$ cat src/rtl/mah_pkg.sv
// Shared constants, operation codes and control types for the magnetometer averager.
`timescale 1ns / 1ps
package mah_pkg;

	localparam int WORD_W     = 16;
	localparam int OP_W       = 3;
	localparam int STAT_W     = 8;
	localparam int WINDOW_DEF = 10;

	typedef logic signed [WORD_W-1:0] word_t;

	// Operation codes carried by each input word
	typedef enum logic [OP_W-1:0] {
		OP_SAMPLE    = 3'd0,
		OP_CAL_START = 3'd1,
		OP_CAL_END   = 3'd2,
		OP_LOAD_MIN  = 3'd3,
		OP_LOAD_MAX  = 3'd4
	} op_t;

	// Bound update controls handed to each axis at the bound stage
	typedef struct packed {
		logic sample;
		logic clear;
		logic load_min;
		logic load_max;
		logic cal;
	} bnd_ctl_t;

endpackage

$ cat src/rtl/mah_cell.sv
// One history tap: holds a sample and passes it to the next tap on a shift.
`timescale 1ns / 1ps
module mah_cell import mah_pkg::*; (
	input  logic  clk,
	input  logic  arst_n,
	input  logic  shift,
	input  word_t d,
	output word_t q
);

	word_t val_q;

	// Take the neighbor's sample on each accepted sample word
	always_ff @(posedge clk or negedge arst_n) begin
		if (!arst_n) begin
			val_q <= '0;
		end else if (shift) begin
			val_q <= d;
		end
	end

	assign q = val_q;

endmodule

$ cat src/rtl/mah_axis.sv
// One axis: tap chain with running sum, reciprocal divide, bound tracking, centering.
`timescale 1ns / 1ps
module mah_axis import mah_pkg::*; #(
	parameter int WINDOW = WINDOW_DEF,
	parameter bit NEGATE = 1'b0
) (
	input  logic     clk,
	input  logic     arst_n,
	input  logic     en,
	input  logic     push,
	input  word_t    word_in,
	input  bnd_ctl_t bnd,
	output word_t    res,
	output word_t    mean
);

	localparam int LW  = $clog2(WINDOW);
	localparam int SW  = WORD_W + LW;
	localparam int K   = SW + LW;
	localparam int PW  = 2 * SW + 1;
	localparam int QW  = WORD_W + 1;
	localparam longint unsigned MUL_L = ((64'd1 << K) + longint'(WINDOW) - 1) / longint'(WINDOW);
	localparam logic [SW:0] MUL = MUL_L[SW:0];

	word_t tap [WINDOW];

	logic signed [SW-1:0] sum_q;
	logic signed [SW-1:0] sum_next;
	logic signed [SW-1:0] sum_s1;
	word_t                word_s1;
	logic [SW-1:0]        mag_s1;
	logic [PW-1:0]        prod_s2;
	logic                 neg_s2;
	word_t                word_s2;
	logic [QW-1:0]        quo_s2;
	word_t                mean_c;
	word_t                mean_s3;
	word_t                word_s3;
	word_t                min_q;
	word_t                max_q;
	word_t                lo_nx;
	word_t                hi_nx;
	word_t                mean_s4;
	word_t                lo_s4;
	word_t                hi_s4;
	logic signed [WORD_W:0] bsum;
	logic signed [WORD_W:0] bsum_r;
	word_t                center_s5;
	word_t                mean_s5;
	word_t                diff;
	word_t                res_q;
	word_t                mean_q;

	// Build the tap chain, newest sample at tap 0
	for (genvar i = 0; i < WINDOW; i++) begin : g_tap
		if (i == 0) begin : g_head
			mah_cell u_cell (
				.clk    (clk),
				.arst_n (arst_n),
				.shift  (push),
				.d      (word_in),
				.q      (tap[i])
			);
		end else begin : g_body
			mah_cell u_cell (
				.clk    (clk),
				.arst_n (arst_n),
				.shift  (push),
				.d      (tap[i-1]),
				.q      (tap[i])
			);
		end
	end

	// Add the new sample, drop the one falling off the end of the chain
	assign sum_next = sum_q + SW'(word_in) - SW'(tap[WINDOW-1]);

	always_ff @(posedge clk or negedge arst_n) begin
		if (!arst_n) begin
			sum_q <= '0;
		end else if (push) begin
			sum_q <= sum_next;
		end
	end

	// Magnitude of the sum for the reciprocal multiply
	assign mag_s1 = sum_s1[SW-1] ? SW'(-sum_s1) : SW'(sum_s1);

	// Quotient toward zero, sign restored
	assign quo_s2 = prod_s2[K +: QW];
	assign mean_c = neg_s2 ? WORD_W'(-quo_s2) : WORD_W'(quo_s2);

	// Bound update: clear, load, or widen by the mean while calibrating
	always_comb begin
		lo_nx = min_q;
		hi_nx = max_q;
		if (bnd.clear) begin
			lo_nx = '0;
			hi_nx = '0;
		end else if (bnd.load_min) begin
			lo_nx = word_s3;
		end else if (bnd.load_max) begin
			hi_nx = word_s3;
		end else if (bnd.sample && bnd.cal) begin
			if (mean_s3 < min_q) begin
				lo_nx = mean_s3;
			end
			if (mean_s3 > max_q) begin
				hi_nx = mean_s3;
			end
		end
	end

	always_ff @(posedge clk or negedge arst_n) begin
		if (!arst_n) begin
			min_q <= '0;
			max_q <= '0;
		end else if (en) begin
			min_q <= lo_nx;
			max_q <= hi_nx;
		end
	end

	// Center is half the bound sum, truncated toward zero
	assign bsum   = (WORD_W+1)'(lo_s4) + (WORD_W+1)'(hi_s4);
	assign bsum_r = bsum + signed'({{WORD_W{1'b0}}, bsum[WORD_W]});

	// Remove the center, flip the axis if required
	assign diff = mean_s5 - center_s5;

	// Advance the datapath stages together
	always_ff @(posedge clk) begin
		if (en) begin
			sum_s1    <= push ? sum_next : sum_q;
			word_s1   <= word_in;
			prod_s2   <= PW'(mag_s1) * PW'(MUL);
			neg_s2    <= sum_s1[SW-1];
			word_s2   <= word_s1;
			mean_s3   <= mean_c;
			word_s3   <= word_s2;
			mean_s4   <= mean_s3;
			lo_s4     <= lo_nx;
			hi_s4     <= hi_nx;
			center_s5 <= bsum_r[WORD_W:1];
			mean_s5   <= mean_s4;
			res_q     <= NEGATE ? -diff : diff;
			mean_q    <= mean_s5;
		end
	end

	assign res  = res_q;
	assign mean = mean_q;

endmodule

$ cat config.mk
export PLATFORM = sky130hd
export DESIGN_NAME = mah_axis
export DESIGN_NICKNAME = d
export VERILOG_FILES = /design/src/rtl/mah_pkg.sv /design/src/rtl/mah_cell.sv /design/src/rtl/mah_axis.sv
export SDC_FILE = /design/constraint.sdc
export NUM_CORES = 1
export LEC_CHECK = 0
export BUFFER_PORTS_ARGS = -buffer_cell sky130_fd_sc_hd__buf_2
export CORE_UTILIZATION = 60
export DETAILED_ROUTE_END_ITERATION = 16
export PLACE_DENSITY_LB_ADDON = 0.1
export SLEW_MARGIN = 20
export SYNTH_ARGS = -nofsm -noshare
export SYNTH_HDL_FRONTEND = slang
export SYNTH_HIERARCHICAL = 1
export SYNTH_SLANG_ARGS = --single-unit
$ cat constraint.sdc
create_clock -name clk -period 8.45 [get_ports clk]
set_input_delay 0.4225 -clock clk [delete_from_list [all_inputs] [get_ports clk]]
set_output_delay 0.4225 -clock clk [all_outputs]
set_load 0.02 [all_outputs]
# After elaboration in Yosys (flattened, before gate mapping)
# Index checks and enable logic that the tools add are counted.
# Widths: inputs -> output; s select.
# totals
output_inout_bits,32
regBits,448
# op_classes
n_mux,13
mul,1
n_reduce_logical,1
n_addsub,7
magnitude_cmp,2
# op_table
cell,n
$mux 16,11
$mux 20,2
$mul 20x20->39 const B,1
$add 20x16->20,1
$neg 20->20,1
$sub 20x16->20,1
$add 16x16->17,1
$add 17x2->17,1
$gt 16x16->1,1
$lt 16x16->1,1
$neg 16->16,1
$sub 16x16->16,1
$logic_and 1x1->1,1

# Depth between registers and ports, before layout
# logic_depth
word_depth,6
mapped_depth,28

# By module
# The synthesis kept the hierarchy.
# by_module_without_submodules
mod,area_per_inst_um2,cells_per_inst,n_inst,seq_area_each_um2
mah_axis,20860.0,1861,1,7697.4
mah_cell,649.4,34,10,400.4

# Worst setup path after synthesis
# No wires, ideal clock.
# synth_timing
path_kind,register to register
start,reg sum_s1[12]
end,"reg prod_s2[38], data pin"
setup_time_ns,0.258
period_less_slack_ns,7.013
arrival_ns,6.755
setup_slack_ns,1.437
path_stages_with_launch,26
path_cell_list,edfxtp_1 -> or4_1 -> nor4_1 -> nand2b_1 -> or2_1 -> or4b_1 -> inv_2 -> ha_1 -> inv_1 -> fa_1 -> ha_1 -> inv_1 -> fa_1 -> inv_1 -> fa_1 -> fa_1 -> ha_1 -> ha_1 -> a211oi_1 -> o21ai_0 -> o211ai_1 -> a41oi_1 -> o21ai_1 -> o211ai_1 -> a21oi_1 -> xnor2_1
# synth_between
elab_chain_len,3
# synth_rtl
item,line,text
start: declaration,mah_axis.sv:29,logic signed [SW-1:0] sum_s1;
start signal: assignment,mah_axis.sv:134,sum_s1 <= push ? sum_next : sum_q;
$neg 20->20,mah_axis.sv:87,assign mag_s1 = sum_s1[SW-1] ? SW'(-sum_s1) : SW'(sum_s1);
$mux 20 *,mah_axis.sv:87,
$mul 20x20->39 *,mah_axis.sv:136,prod_s2 <= PW'(mag_s1) * PW'(MUL);
end signal: assignment,mah_axis.sv:136,
end: declaration,mah_axis.sv:32,logic [PW-1:0] prod_s2;
# Mark *: on every way between the ends. The rest lies on a longest branch, timed or not.
# A chain may end at the register's enable or synchronous reset.

# Worst setup path in the final report
# layout_timing
start,reg sum_s1[12]
end,"reg prod_s2[31], data pin"
# The elaborated chain is that of the path after synthesis.

==> flow_summary.html <==
<table>
<tr><th>Metric</th><th>Value</th></tr>
<tr><th colspan="2">Detailed routing</th></tr>
<tr><td>Post-detailed-route count of antenna-violating nets</td><td>0</td></tr>
<tr><td>Number of detailed-route iterations in the first pass</td><td>8</td></tr>
<tr><td>Total wirelength of the detailed-routed design</td><td>55.1 mm</td></tr>
<tr><td>Final routed wire length divided by cell count</td><td>19.0 microns</td></tr>
<tr><td>Drt via density</td><td>about 5.7</td></tr>
<tr><td>DRC violations left</td><td>0</td></tr>
<tr><td>Number of DRC markers after the initial detailed-route iteration</td><td>around 1,200</td></tr>
<tr><td>Total via count after detailed routing</td><td>16,426</td></tr>
<tr><th colspan="2">Worst setup path</th></tr>
<tr><td>Critical Path RT</td><td>8.76 ns</td></tr>
<tr><td>Data arrival time at the worst-slack endpoint</td><td>8.12 ns</td></tr>
<tr><td>Worst Setup End Kind</td><td>flip-flop</td></tr>
<tr><td>Worst setup path class</td><td>reg2reg</td></tr>
<tr><td>Worst-path maximum fanout</td><td>5</td></tr>
<tr><td>Type of element launching the critical path</td><td>flip-flop</td></tr>
<tr><th colspan="2">Place</th></tr>
<tr><td>Detailed placer's ending HPWL</td><td>41.7 mm</td></tr>
<tr><td>Cell area reported after detailed placement</td><td>28,100 sq um</td></tr>
<tr><td>Port Buffers</td><td>56</td></tr>
<tr><td>GPL Wtd Cong</td><td>0.923</td></tr>
<tr><th colspan="2">GRT</th></tr>
<tr><td>Pin count of the biggest net entering global routing</td><td>96</td></tr>
<tr><td>Total Routing Usage GR</td><td>24.6%</td></tr>
<tr><td>Via count of the first global-routing pass</td><td>16,853</td></tr>
<tr><td>Global-route congestion overflow total</td><td>0</td></tr>
<tr><td>First-pass GRT wire length</td><td>90.0 mm</td></tr>
<tr><td>Antenna violations before repair</td><td>1</td></tr>
<tr><th colspan="2">Finish</th></tr>
<tr><td>Nets</td><td>2,725</td></tr>
<tr><td>ANT cells</td><td>0</td></tr>
<tr><td>Total area of multi-input combinational cells</td><td>14,000 sq um</td></tr>
<tr><td>Synth-to-Final Area Change</td><td>8.32%</td></tr>
<tr><td>Share of layout cells above drive strength 1</td><td>approximately 14%</td></tr>
<tr><td>Number of filler instances in the final layout</td><td>3,323</td></tr>
<tr><td>Final Instance Area</td><td>~30,000 sq um</td></tr>
<tr><td>Seq. cell area</td><td>11,700 sq um</td></tr>
<tr><th colspan="2">Timing</th></tr>
<tr><td>Worst clock skew on the final layout</td><td>0.0329 ns</td></tr>
<tr><td>Minimum clock period after layout</td><td>slightly below 8 ns</td></tr>
<tr><td>Headroom to the max-slew limit</td><td>27.9%</td></tr>
<tr><td>Unrepaired setup endpoints after global routing</td><td>no</td></tr>
<tr><td>Transition time at the pin with the least slew margin</td><td>1.08 ns</td></tr>
<tr><td>Final count of negative-setup-slack endpoints</td><td>0</td></tr>
<tr><td>Tcrit/Tclk final</td><td>92.5%</td></tr>
<tr><td>Final sum of negative setup slack</td><td>0 ns</td></tr>
<tr><td>Highest achievable clock rate</td><td>128 MHz</td></tr>
<tr><td>Max-slew violation count</td><td>0</td></tr>
<tr><td>Final-report hold violation count</td><td>0</td></tr>
<tr><th colspan="2">Logic synthesis</th></tr>
<tr><td>Cell taking the most area after synthesis</td><td>edfxtp_1</td></tr>
<tr><td>Netlist area before placement</td><td>27,400 sq um</td></tr>
<tr><td>Distinct cell type count of the synthesized netlist</td><td>between 70 and 80</td></tr>
<tr><td>Yosys synthesis warning count</td><td>6</td></tr>
<tr><td>Number of synthesized flops with an enable pin</td><td>roughly 210</td></tr>
<tr><td>Commonest cells in the netlist</td><td>inv_1 (318), ha_1 (282), edfxtp_1 (213)</td></tr>
<tr><td>Synth Area per Inst</td><td>12.4 sq um</td></tr>
<tr><td>Async SR Flop Fraction</td><td>49.9%</td></tr>
<tr><td>Net Count, Synth</td><td>2,659</td></tr>
<tr><td>Fraction of the yosys area taken by sequential cells</td><td>42.8%</td></tr>
<tr><td>Synth area leaders</td><td>edfxtp_1 (23%), dfrtp_1 (19%), ha_1 (13%)</td></tr>
<tr><td>Most frequently used flop master after synthesis</td><td>edfxtp_1</td></tr>
<tr><td>Yosys reg bits</td><td>425</td></tr>
<tr><td>Most numerous cell in the Yosys netlist</td><td>inv_1</td></tr>
<tr><td>Post-Synthesis Cells</td><td>2,201</td></tr>
<tr><td>Share of the synthesized area in the top cell type</td><td>23.4%</td></tr>
<tr><th colspan="2">Floorplan</th></tr>
<tr><td>Initial cell density of the core</td><td>61.3%</td></tr>
<tr><td>Die Width</td><td>216 microns</td></tr>
<tr><td>IO Pins</td><td>57</td></tr>
<tr><td>Placement row count</td><td>77</td></tr>
<tr><td>Core area</td><td>44,600 sq um</td></tr>
<tr><td>Chip Height</td><td>216 microns</td></tr>
<tr><td>DIE AREA</td><td>46,400 sq um</td></tr>
<tr><th colspan="2">CTS</th></tr>
<tr><td>CTS root buf</td><td>clkbuf_16</td></tr>
<tr><td>TritonCTS sink count</td><td>425</td></tr>
<tr><td>Number of H-tree levels</td><td>2</td></tr>
<tr><td>CTS tree</td><td>done</td></tr>
<tr><td>Num CTS Buffers</td><td>45</td></tr>
<tr><td>Setup fix buffers added after clock tree synthesis</td><td>0</td></tr>
<tr><td>Clock-pin slew reported for the worst setup and hold paths after clock tree synthesis</td><td>0.06 ns</td></tr>
<tr><td>Max clock buf depth</td><td>3</td></tr>
<tr><td>Clock latency on the worst-skew pair</td><td>around 0.59 ns</td></tr>
<tr><th colspan="2">Run</th></tr>
<tr><td>Max cap viols</td><td>0</td></tr>
<tr><th colspan="2">Worst hold path</th></tr>
<tr><td>Class of the tightest hold or removal check</td><td>in2reg</td></tr>
<tr><th colspan="2">Outcome</th></tr>
<tr><td>Result of the run</td><td>complete, no violations</td></tr>
</table>
==> cell families (layout without fill, tap and decap cells) <==
kind of cell | after synthesis | in the layout | synth area share (%)
AOI/OAI and AO/OA | 307 | 307 | 8.07
xor gates and xnor gates | 123 | 123 | 3.94
adders and majority gates | 433 | 433 | 24.0
buffers and inverters | 374 | 477 | 6.03
DFF | 425 | 425 | 42.8
muxes | 185 | 185 | 8.96
and+or+nand+nor | 354 | 354 | 6.27
==> timing repair <==
action | 4_1_cts | 5_1_grt
hold endpoints to repair | 93 | 0
setup endpoints to repair | 0 | 1
hold buffers | 1 | 0
resized for setup | 0 | 1
==> cell usage in the layout (no fill, tap or decap), drive strengths merged, types with 36 or more instances in the layout <==
cell,instances
a21oi,55
buf,72
clkbuf,63
dfrtp,212
edfxtp,213
fa,151
ha,282
inv,321
mux2,176
nand2,58
nor2,132
nor3,36
o21ai,60
xnor2,84
xor2,39
==> layer usage <==
| metal | share of wire [%] | track usage, % | vias to the layer above |
|---|---|---|---|
| met4 | 1.8 | 5.74 | 2 |
| met1 | 47 | 35.7 | 8143 |
| met3 | 4.5 | 3.16 | 60 |
| met5 | 0.024 | 0 | - |
| li1 | - | - | 7852 |
| met2 | 47 | 39.7 | 369 |
==> layout make-up <==
type	instances	area share, %
repair buffers	73	1.49
inverters	320	4.05
flip-flops and latches	425	39.5
well taps	592	2.50
multi-input cells	1402	47.3
clock buffers	63	4.27
clock inverters	21	0.861
==> metrics by stage <==
stage,setup WS (ns),cells,util (%),hold WS [ns]
4_1_cts,0.591,2896,66.4,0.0246
2_1_floorplan,1.44,2201,-,0.127
3_3_place_gp,0.869,2811,63.0,0.400
3_5_place_dp,0.648,2811,63.0,0.405
6_report,0.637,2896,66.4,0.0638
5_1_grt,0.134,2896,66.4,0.0451
==> sequential cells by signal, indices dropped and copies added (netlist names) <==
register               flops
center_s5                 16
g_tap.g_body.u_cell/q    144
g_tap.g_head.u_cell/q     16
hi_s4                     16
lo_s4                     16
max_q                     16
mean                      16
mean_s3                   16
mean_s4                   16
mean_s5                   16
min_q                     16
neg_s2                     1
prod_s2                   16
res                       16
sum_q                     20
sum_s1                    20
word_s1                   16
word_s2                   16
word_s3                   16
==> final timing paths <==
path / end / cells past startpoint / slack (ns) / from
hold / removal: word_s1[2]$_DFFE_PP_ / 1 / 0.06 / word_in[2]
hold reg to reg: mean_s5[11]$_DFFE_PP_ / 0 / 0.39 / mean_s4[11]$_DFFE_PP_
setup reg to reg: prod_s2[31]$_DFFE_PP_ / 25 / 0.64 / sum_s1[12]$_DFFE_PP_
max in group asynchronous: g_tap[9].g_body.u_cell/q[15]$_DFFE_PN0P_ / 3 / 6.51 / arst_n
setup / recovery: prod_s2[31]$_DFFE_PP_ / 25 / 0.64 / sum_s1[12]$_DFFE_PP_
min in group asynchronous: g_tap[2].g_body.u_cell/q[11]$_DFFE_PN0P_ / 2 / 0.44 / arst_n
==> critical path: stages, from the launching register on <==
cell and delay, ns:
edfxtp_1 0.44, or4_1 0.62, nor4_1 0.30, nand2b_1 0.12, or2_1 0.25, or4b_1 0.65, inv_2 0.17, ha_1 0.24
inv_1 0.17, fa_1 0.49, ha_1 0.30, inv_1 0.05, fa_1 0.50, inv_1 0.05, fa_1 0.47, fa_1 0.50
ha_1 0.32, ha_1 0.34, a211oi_1 0.24, o21ai_0 0.13, o211ai_1 0.18, nand3_1 0.20, o211ai_1 0.32, nand2b_1 0.17
a31oi_1 0.24, xnor2_1 0.10
Power is left out: the tool's default activity adds up to more than one toggle a clock period on the data nets, which glitch-free logic cannot reach.
